## config.mk

```make
export PLATFORM = sky130hd
export DESIGN_NAME = route_pattern_normalizer_flat
export DESIGN_NICKNAME = d
export VERILOG_FILES = /design/src/rpn_pkg.sv /design/src/rpn_in_if.sv /design/src/rpn_out_if.sv /design/src/rpn_front.sv /design/src/rpn_queue.sv /design/src/rpn_back.sv /design/src/route_pattern_normalizer.sv /design/src/flat_wrapper.sv
export SDC_FILE = /design/constraint.sdc
export NUM_CORES = 1
export LEC_CHECK = 0
export ABC_AREA = 1
export ABC_CLOCK_PERIOD_IN_PS = 11100
export BUFFER_PORTS_ARGS = -buffer_cell sky130_fd_sc_hd__buf_2
export CAP_MARGIN = 20
export CORE_ASPECT_RATIO = 0.6
export CORE_MARGIN = 2
export CORE_UTILIZATION = 67
export DETAILED_ROUTE_END_ITERATION = 6
export HOLD_SLACK_MARGIN = 0.1
export MAX_ROUTING_LAYER = met4
export PLACE_DENSITY = 0.85
export SYNTH_ARGS = -nofsm -noshare
export SYNTH_HDL_FRONTEND = slang
export SYNTH_SLANG_ARGS = --single-unit
export TNS_END_PERCENT = 50
```

## constraint.sdc

```tcl
create_clock -name clk -period 11.1 [get_ports clk]
set_input_delay 2.22 -clock clk [delete_from_list [all_inputs] [get_ports clk]]
set_output_delay 2.22 -clock clk [all_outputs]
set_load 0.01 [all_outputs]
```

## src/rpn_pkg.sv

```systemverilog
// Package: constants, codes and shared types for the route pattern normaliser.
package rpn_pkg;

  localparam int unsigned MAX_LEN = 1024;
  localparam int unsigned CNT_W = $clog2(MAX_LEN + 1);
  localparam int unsigned QDEPTH = 4;
  localparam int unsigned QPTR_W = $clog2(QDEPTH);

  localparam logic [7:0] CH_LBRACE = 8'h7B;
  localparam logic [7:0] CH_RBRACE = 8'h7D;
  localparam logic [7:0] CH_COLON = 8'h3A;
  localparam logic [7:0] CH_LPAREN = 8'h28;
  localparam logic [7:0] CH_RPAREN = 8'h29;
  localparam logic [7:0] CH_UNDER = 8'h5F;
  localparam logic [7:0] CH_SLASH = 8'h2F;

  typedef enum logic [2:0] {
    ST_OK = 3'd0,
    ST_BAD_START = 3'd1,
    ST_TOO_LONG = 3'd2,
    ST_UNCLOSED = 3'd3,
    ST_NESTED = 3'd4,
    ST_EMPTY_NAME = 3'd5,
    ST_STRAY_CLOSE = 3'd6,
    ST_UNTERMINATED = 3'd7
  } status_t;

  typedef enum logic [2:0] {
    MODE_LIT = 3'd0,
    MODE_CNAME = 3'd1,
    MODE_BNAME = 3'd2,
    MODE_BCONS = 3'd3,
    MODE_PAREN = 3'd4
  } mode_t;

  typedef struct packed {
    logic [7:0] out_byte;
    logic byte_valid;
    logic end_mark;
    logic [2:0] status;
  } result_t;

  // one to two results produced by one input byte
  typedef struct packed {
    logic two;
    result_t r0;
    result_t r1;
  } bundle_t;

  typedef struct packed {
    logic [1:0] n;
    logic [7:0] b0;
    logic [7:0] b1;
  } emits_t;

  typedef struct packed {
    logic emit;
    logic [7:0] eb;
    mode_t mode;
    logic clr_name;
    status_t err;
  } lit_t;

  function automatic emits_t append(emits_t e, logic [7:0] b);
    emits_t r;
    r = e;
    if (e.n == 2'd0) begin
      r.b0 = b;
      r.n = 2'd1;
    end else if (e.n == 2'd1) begin
      r.b1 = b;
      r.n = 2'd2;
    end
    return r;
  endfunction

  function automatic logic is_name_char(logic [7:0] c);
    return (c inside {[8'h30:8'h39], [8'h41:8'h5A], [8'h61:8'h7A]}) || (c == CH_UNDER);
  endfunction

  function automatic lit_t literal_byte(logic [7:0] c, logic prev_slash);
    lit_t l;
    l.emit = 1'b0;
    l.eb = c;
    l.mode = MODE_LIT;
    l.clr_name = 1'b0;
    l.err = ST_OK;
    if (c == CH_LBRACE) begin
      l.emit = 1'b1;
      l.mode = MODE_BNAME;
      l.clr_name = 1'b1;
    end else if (c == CH_RBRACE) begin
      l.err = ST_STRAY_CLOSE;
    end else if (c == CH_COLON && prev_slash) begin
      l.emit = 1'b1;
      l.eb = CH_LBRACE;
      l.mode = MODE_CNAME;
      l.clr_name = 1'b1;
    end else begin
      l.emit = 1'b1;
    end
    return l;
  endfunction

endpackage

```

## src/rpn_in_if.sv

```systemverilog
// Input channel interface: pattern bytes with valid/ready handshake.
interface rpn_in_if;
  logic valid;
  logic ready;
  logic [7:0] in_byte;
  logic last;

  modport source (output valid, output in_byte, output last, input ready);
  modport sink (input valid, input in_byte, input last, output ready);
endinterface

```

## src/rpn_out_if.sv

```systemverilog
// Output channel interface: normalised bytes and end status with valid/ready handshake.
interface rpn_out_if;
  logic valid;
  logic ready;
  logic [7:0] out_byte;
  logic byte_valid;
  logic end_mark;
  logic [2:0] status;

  modport source (output valid, output out_byte, output byte_valid, output end_mark,
                  output status, input ready);
  modport sink (input valid, input out_byte, input byte_valid, input end_mark,
                input status, output ready);
endinterface

```

## src/rpn_front.sv

```systemverilog
// Front end: parses each accepted byte and builds the bundle of results it causes.
module rpn_front (
  input  logic clk,
  input  logic rst,
  input  logic in_valid,
  input  logic [7:0] in_byte,
  input  logic in_last,
  input  logic accept,
  output logic push,
  output rpn_pkg::bundle_t bundle
);
  import rpn_pkg::*;

  mode_t mode, mode_next;
  logic name_seen, name_seen_next;
  logic [CNT_W-1:0] paren_depth, paren_depth_next;
  logic prev_slash, prev_slash_next;
  logic [CNT_W-1:0] byte_count, byte_count_next;
  status_t error_code, error_code_next;

  logic [CNT_W-1:0] cnt_inc;
  lit_t lit;
  emits_t em;
  status_t err;
  logic [1:0] nres;

  always_comb begin
    lit = literal_byte(in_byte, prev_slash);
    cnt_inc = (byte_count < CNT_W'(MAX_LEN)) ? byte_count + 1'b1 : byte_count;
    mode_next = mode;
    name_seen_next = name_seen;
    paren_depth_next = paren_depth;
    byte_count_next = byte_count;
    err = error_code;
    em = '0;

    if (error_code == ST_OK) begin
      if (byte_count == '0 && in_byte != CH_SLASH) begin
        err = ST_BAD_START;
      end else begin
        byte_count_next = cnt_inc;
        if (cnt_inc >= CNT_W'(MAX_LEN)) begin
          err = ST_TOO_LONG;
        end else begin
          case (mode)
            MODE_CNAME: begin
              if (is_name_char(in_byte)) begin
                em = append(em, in_byte);
                name_seen_next = 1'b1;
              end else if (!name_seen) begin
                err = ST_EMPTY_NAME;
              end else begin
                em = append(em, CH_RBRACE);
                if (in_byte == CH_LPAREN) begin
                  mode_next = MODE_PAREN;
                  paren_depth_next = CNT_W'(1);
                end else begin
                  mode_next = lit.mode;
                  if (lit.clr_name) name_seen_next = 1'b0;
                  if (lit.emit) em = append(em, lit.eb);
                  err = lit.err;
                end
              end
            end
            MODE_BNAME: begin
              if (in_byte == CH_LBRACE) begin
                err = ST_NESTED;
              end else if (in_byte == CH_RBRACE || in_byte == CH_COLON) begin
                if (!name_seen) begin
                  err = ST_EMPTY_NAME;
                end else if (in_byte == CH_RBRACE) begin
                  em = append(em, CH_RBRACE);
                  mode_next = MODE_LIT;
                end else begin
                  mode_next = MODE_BCONS;
                end
              end else begin
                em = append(em, in_byte);
                name_seen_next = 1'b1;
              end
            end
            MODE_BCONS: begin
              if (in_byte == CH_LBRACE) begin
                err = ST_NESTED;
              end else if (in_byte == CH_RBRACE) begin
                em = append(em, CH_RBRACE);
                mode_next = MODE_LIT;
              end
            end
            MODE_PAREN: begin
              if (in_byte == CH_LPAREN) begin
                paren_depth_next = paren_depth + 1'b1;
              end else if (in_byte == CH_RPAREN) begin
                if (paren_depth != '0) paren_depth_next = paren_depth - 1'b1;
                if (paren_depth_next == '0) mode_next = MODE_LIT;
              end
            end
            default: begin
              mode_next = lit.mode;
              if (lit.clr_name) name_seen_next = 1'b0;
              if (lit.emit) em = append(em, lit.eb);
              err = lit.err;
            end
          endcase
        end
      end
      if (err == ST_OK && in_last) begin
        case (mode_next)
          MODE_CNAME: begin
            if (!name_seen_next) err = ST_EMPTY_NAME;
            else em = append(em, CH_RBRACE);
          end
          MODE_BNAME: err = ST_UNCLOSED;
          MODE_BCONS, MODE_PAREN: err = ST_UNTERMINATED;
          default: ;
        endcase
      end
      if (err != ST_OK) em = '0;
    end

    error_code_next = err;
    prev_slash_next = (in_byte == CH_SLASH);
    if (in_last) begin
      mode_next = MODE_LIT;
      name_seen_next = 1'b0;
      paren_depth_next = '0;
      byte_count_next = '0;
      error_code_next = ST_OK;
      prev_slash_next = 1'b0;
    end

    // results: emitted bytes, then end marker riding on the last or standing alone
    bundle = '0;
    bundle.r0.out_byte = em.b0;
    bundle.r0.byte_valid = (em.n != 2'd0);
    bundle.r1.out_byte = em.b1;
    bundle.r1.byte_valid = (em.n == 2'd2);
    nres = em.n;
    if (in_last) begin
      if (em.n == 2'd0) begin
        bundle.r0.end_mark = 1'b1;
        bundle.r0.status = err;
        nres = 2'd1;
      end else if (em.n == 2'd1) begin
        bundle.r0.end_mark = 1'b1;
      end else begin
        bundle.r1.end_mark = 1'b1;
      end
    end
    bundle.two = (nres == 2'd2);
    push = accept && in_valid && (nres != 2'd0);
  end

  always_ff @(posedge clk) begin
    if (rst) begin
      mode <= MODE_LIT;
      name_seen <= 1'b0;
      paren_depth <= '0;
      prev_slash <= 1'b0;
      byte_count <= '0;
      error_code <= ST_OK;
    end else if (accept && in_valid) begin
      mode <= mode_next;
      name_seen <= name_seen_next;
      paren_depth <= paren_depth_next;
      prev_slash <= prev_slash_next;
      byte_count <= byte_count_next;
      error_code <= error_code_next;
    end
  end

endmodule

```

## src/rpn_queue.sv

```systemverilog
// Bundle queue between front and back ends.
module rpn_queue (
  input  logic clk,
  input  logic rst,
  input  logic push,
  input  rpn_pkg::bundle_t push_data,
  output logic full,
  input  logic pop,
  output logic nonempty,
  output rpn_pkg::bundle_t head
);
  import rpn_pkg::*;

  bundle_t mem [QDEPTH];
  logic [QPTR_W-1:0] wr_ptr, rd_ptr;
  logic [QPTR_W:0] fill;
  logic do_push, do_pop;

  assign full = (fill == (QPTR_W+1)'(QDEPTH));
  assign nonempty = (fill != '0);
  assign head = mem[rd_ptr];
  assign do_push = push && !full;
  assign do_pop = pop && nonempty;

  always_ff @(posedge clk) begin
    if (do_push) mem[wr_ptr] <= push_data;
  end

  always_ff @(posedge clk) begin
    if (rst) begin
      wr_ptr <= '0;
      rd_ptr <= '0;
      fill <= '0;
    end else begin
      if (do_push) wr_ptr <= wr_ptr + 1'b1;
      if (do_pop) rd_ptr <= rd_ptr + 1'b1;
      if (do_push && !do_pop) fill <= fill + 1'b1;
      else if (do_pop && !do_push) fill <= fill - 1'b1;
    end
  end

endmodule

```

## src/rpn_back.sv

```systemverilog
// Back end: unpacks each queued bundle into one or two output transactions.
module rpn_back (
  input  logic clk,
  input  logic rst,
  input  logic nonempty,
  input  rpn_pkg::bundle_t head,
  output logic pop,
  output logic out_valid,
  input  logic out_ready,
  output rpn_pkg::result_t res
);
  import rpn_pkg::*;

  logic sel;
  logic fire;

  assign out_valid = nonempty;
  assign res = sel ? head.r1 : head.r0;
  assign fire = out_valid && out_ready;
  assign pop = fire && (sel || !head.two);

  always_ff @(posedge clk) begin
    if (rst) begin
      sel <= 1'b0;
    end else if (fire) begin
      sel <= !pop;
    end
  end

endmodule

```

## src/route_pattern_normalizer.sv

```systemverilog
// Top level: route pattern normaliser, front parser, bundle queue and output unpacker.
// A byte's first result is registered in the bundle queue and offered once its bundle reaches the head.
// Throughput: one byte per cycle in; one result per cycle out while out_ch.ready is high, a byte causes 0 to 2 results.
// The four-entry queue decouples the sides; input stalls only when the queue is full.
// Reset (rst, synchronous) empties the queue and returns the parser to literal mode.
module route_pattern_normalizer (
  input logic clk,
  input logic rst,
  rpn_in_if.sink in_ch,
  rpn_out_if.source out_ch
);
  import rpn_pkg::*;

  logic push, full, pop, nonempty;
  bundle_t bundle, head;
  result_t res;

  assign in_ch.ready = !full;

  rpn_front u_front (
    .clk(clk),
    .rst(rst),
    .in_valid(in_ch.valid),
    .in_byte(in_ch.in_byte),
    .in_last(in_ch.last),
    .accept(!full),
    .push(push),
    .bundle(bundle)
  );

  rpn_queue u_queue (
    .clk(clk),
    .rst(rst),
    .push(push),
    .push_data(bundle),
    .full(full),
    .pop(pop),
    .nonempty(nonempty),
    .head(head)
  );

  rpn_back u_back (
    .clk(clk),
    .rst(rst),
    .nonempty(nonempty),
    .head(head),
    .pop(pop),
    .out_valid(out_ch.valid),
    .out_ready(out_ch.ready),
    .res(res)
  );

  assign out_ch.out_byte = res.out_byte;
  assign out_ch.byte_valid = res.byte_valid;
  assign out_ch.end_mark = res.end_mark;
  assign out_ch.status = res.status;

endmodule

```

## src/flat_wrapper.sv

```systemverilog
// flat-port wrapper written by rule: the top's interface ports become plain ports
module route_pattern_normalizer_flat import rpn_pkg::*;
  (clk, rst, in_ch_valid, in_ch_in_byte, in_ch_last, in_ch_ready, out_ch_valid, out_ch_out_byte, out_ch_byte_valid, out_ch_end_mark, out_ch_status, out_ch_ready);
  rpn_in_if in_ch_i ();
  rpn_out_if out_ch_i ();
  input logic clk;
  input logic rst;
  input wire logic [$bits(in_ch_i.valid)-1:0] in_ch_valid;
  input wire logic [$bits(in_ch_i.in_byte)-1:0] in_ch_in_byte;
  input wire logic [$bits(in_ch_i.last)-1:0] in_ch_last;
  output wire logic [$bits(in_ch_i.ready)-1:0] in_ch_ready;
  output wire logic [$bits(out_ch_i.valid)-1:0] out_ch_valid;
  output wire logic [$bits(out_ch_i.out_byte)-1:0] out_ch_out_byte;
  output wire logic [$bits(out_ch_i.byte_valid)-1:0] out_ch_byte_valid;
  output wire logic [$bits(out_ch_i.end_mark)-1:0] out_ch_end_mark;
  output wire logic [$bits(out_ch_i.status)-1:0] out_ch_status;
  input wire logic [$bits(out_ch_i.ready)-1:0] out_ch_ready;
  assign in_ch_i.valid = in_ch_valid;
  assign in_ch_i.in_byte = in_ch_in_byte;
  assign in_ch_i.last = in_ch_last;
  assign in_ch_ready = in_ch_i.ready;
  assign out_ch_valid = out_ch_i.valid;
  assign out_ch_out_byte = out_ch_i.out_byte;
  assign out_ch_byte_valid = out_ch_i.byte_valid;
  assign out_ch_end_mark = out_ch_i.end_mark;
  assign out_ch_status = out_ch_i.status;
  assign out_ch_i.ready = out_ch_ready;
  route_pattern_normalizer u_core (.clk(clk), .rst(rst), .in_ch(in_ch_i), .out_ch(out_ch_i));
endmodule
```

==> impl_metrics.py <==
metrics = {
    "detailed_routing": {
        "drt_iter0_markers": 777,
        "via_per_inst": 6.06,
        "drt_wl_total_um": 19500,
        "dr_total_vias": 6710,
        "dr.pass1.iters": 7,
        "drc": 0,
        "antenna_left": 0,
        "wl_per_cell_um": 17.6,
    },
    "yosys": {
        "syn_avg_cell_area_um2": 8.21,
        "yosys.area.top_type": "edfxtp_1",
        "synth.area.top_cells": "edfxtp_1 38%, dfxtp_1 11%, nor2_1 8.6%, nand2_1 7.2%, o21ai_0 5.2%",
        "ys_types": 51,
        "synth_simple_gate_area_share_pct": 26.1,
        "yosysSeqAreaShare_pct": 48.6,
        "ys.flop_type": "edfxtp_1",
        "synth_xor_xnor_area_share_pct": 1.27,
        "syn_nets": 949,
        "synthCells": 924,
        "synth_compound_area_share_pct": 14.6,
        "synth-async-reset-ratio_pct": 0,
        "synth_fa_ha_area_share_pct": 2.08,
        "synthMuxAreaShare_pct": 0,
        "ys_ff_latch": 136,
        "synth_top_area_share_pct": 38.0,
        "synth_warnings": 0,
        "synth_top_family_by_area": "simple AND/OR/NAND/NOR gates",
        "synth_edf_count": 96,
        "synthesis.area_um2": 7580,
    },
    "clocking": {
        "clk_latency_ps": 410,
        "htreeDepth": 4,
        "clkTransAtPathRegs_ps": 60,
        "tritoncts": "yes",
        "cts_hold_buf": 0,
        "cts_buffers": 17,
        "clock-sinks": 136,
        "cts_resized": 0,
        "clockBufferDepth": 2,
        "post_cts_buffers": 0,
        "ctsRootBufferMaster": "clkbuf_16",
    },
    "timing": {
        "slew_headroom_pct": 44.1,
        "finalCritPeriodShare_pct": 53.6,
        "tightest_slew_ps": 837,
        "fmax_ghz": 0.168,
        "hold_viol": 0,
        "tns_ps": 0,
        "finalSetupViolCount": 0,
        "skew_ps": 11.8,
        "rsz0062_at_grt": "no",
        "final_max_slew_viol_count": 0,
        "post-route-min-period_ps": 5950,
    },
    "global_routing": {
        "grt_pass1_vias": 5998,
        "antenna_found_initial": 0,
        "overflow": 0,
        "grt_max_degree": 50,
        "grt_pass1_wl_um": 30700,
        "grtUsageTotal_pct": 33.3,
    },
    "die": {
        "die_width_um": 141,
        "die_height_um": 86.4,
        "core-area_um2": 11100,
        "die_area_um2": 12200,
        "ios": 28,
        "floorplan.initialDensity_pct": 68.0,
        "rows": 30,
    },
    "outcome": {
        "status": "complete, no violations",
    },
    "power": {
        "p_leak_nw": 3.26,
        "power_density_nw_per_um2": 210,
        "vdd_drop_max_uv": 121,
        "p_total_mw": 1.76,
    },
    "critical_path": {
        "path_common_cell": "nand2_1",
        "max_stage_delay_ps": 370,
        "cp.required_ps": 11390,
        "critPathKind": "in2reg",
        "cp.depth": 29,
        "worstSetupStartpointType": "input pin",
        "cp-end-kind": "flop",
        "rr_worst_depth": 22,
        "cp_max_fo": 7,
        "critPathTopFamily": "simple AND/OR/NAND/NOR gates",
        "critPathBufInv": 7,
        "crit_arrival_ps": 6240,
        "crit_slowest_cell": "fa_1",
    },
    "min_path": {
        "worst_hold_path.num_cells": 2,
        "hold_class": "reg2reg",
    },
    "layout": {
        "drive_gt1_share_pct": 13.9,
        "final_cell_area_um2": 8360,
        "fin_nets": 975,
        "antenna_cells": 0,
        "syn_to_final_growth_pct": 10.2,
    },
    "placement": {
        "dp_hpwl_um": 13400,
        "io_buffers": 27,
        "gp_congestion": 0.990,
        "placed_area_um2": 7800,
    },
    "flow_run": {
        "cap_violations": 0,
    },
}
## metal layers
layer	GRT usage [%]	up-vias	routed length, um
li1	-	3192	-
met1	50.5	3075	9020
met2	44.2	425	7960
met3	9.12	18	2350
met4	8.00	0	160
met5	-	-	0
## where the power goes
group | internal [mW] | switching, mW | leakage (nW)
Clock | 0.310 | 0.220 | 0.272
Sequential | 0.604 | 0.0342 | 1.20
Combinational | 0.183 | 0.407 | 1.79
Total | 1.10 | 0.661 | 3.26
## cell usage after synthesis (4+ instances only)
cell type and n:
a221oi_1 4, inv_2 17, nand4_1 14, nand3_1 42
nor3_1 14, ha_1 11, nor2_2 13, a21oi_1 52
nand3_2 4, xor2_1 10, nand2_4 4, nand2_2 13
o211ai_1 4, a21oi_2 4, nor2_4 5, nand2_1 146
o21ai_0 79, o22ai_1 11, clkbuf_1 21, edfxtp_1 96
a211oi_1 14, nor2_1 174, inv_1 84, dfxtp_1 40
a31oi_1 14
## tightest hold or removal path: cells and delay by family, from the launching register on
kind,cells,cell delay (ps)
buffers and inverters,1,50
DFF,1,290
AOI/OAI and AO/OA,1,70
## sequential cells by signal, indices dropped and copies added (netlist names), named ones only
| register | flops |
|---|---|
| u_core.u_front.mode | 3 |
| u_core.u_queue.rd_ptr | 2 |
| u_core.u_queue.fill | 3 |
| u_core.u_front.error_code | 3 |
| u_core.u_back.sel | 1 |
| u_core.u_queue.wr_ptr | 2 |
| u_core.u_front.prev_slash | 1 |
| u_core.u_front.byte_count | 11 |
| u_core.u_front.name_seen | 1 |
| u_core.u_queue.mem | 96 |
| u_core.u_front.paren_depth | 11 |
## cells by family after synthesis
logic type / count (synthesis)
AND/OR/NAND/NOR: 438
AO/OA/AOI/OAI: 193
flip-flops: 136
buffers and inverters: 134
adder cells (fa/ha/maj): 12
XOR/XNOR: 11
## final timing paths
path / startpoint / to / slack (ps)
min reg2reg: u_core.u_queue.rd_ptr[1] / u_core.u_queue.rd_ptr[1] / 470
max: in_ch_in_byte[1] / u_core.u_queue.fill[2] / 5150
max reg2reg: u_core.u_front.mode[0] / u_core.u_queue.fill[2] / 6690
min: u_core.u_queue.rd_ptr[1] / u_core.u_queue.rd_ptr[1] / 470
## cell usage in the layout, fill, tap and decap left out, types with 2 or more instances in the layout
cell type,n
nor2_1,173
nand2_1,146
edfxtp_1,96
inv_1,84
o21ai_0,79
a21oi_1,52
nand3_1,42
dfxtp_1,40
buf_2,27
inv_2,17
clkbuf_16,17
nor2_2,14
nand4_1,14
nor3_1,14
a31oi_1,14
a211oi_1,14
nand2_2,13
o22ai_1,11
ha_1,11
xor2_1,10
buf_4,7
nor2_4,5
clkinv_1,5
clkinv_2,5
nand3_2,4
nand2_4,4
a21oi_2,4
o211ai_1,4
a221oi_1,4
nor3_4,3
clkinv_4,3
inv_6,3
o21ai_1,2
a22oi_1,2
## per-stage QoR
stage / worst slack [ps] / std cells / util [%] / hold slack, ps
finish: 5150 / 1107 / 75.0 / 471
CTS: 5320 / 1107 / 75.0 / 473
global placement: 5010 / 1075 / 70.0 / 456
floorplan: 5410 / 924 / - / 438
global route: 4870 / 1107 / 75.0 / 487
detailed placement: 5010 / 1075 / 70.0 / 462
## area by class of cell
cell class              count  area, um^2
repair buffers             34         188
inverters                 107         407
fillers                   831        2790
well taps                 144         180
multi-input cells         654        3350
clock inverters            14         124
flip-flops and latches    136        3680
clock buffers              18         429
Power figures use the tool's default switching activity.
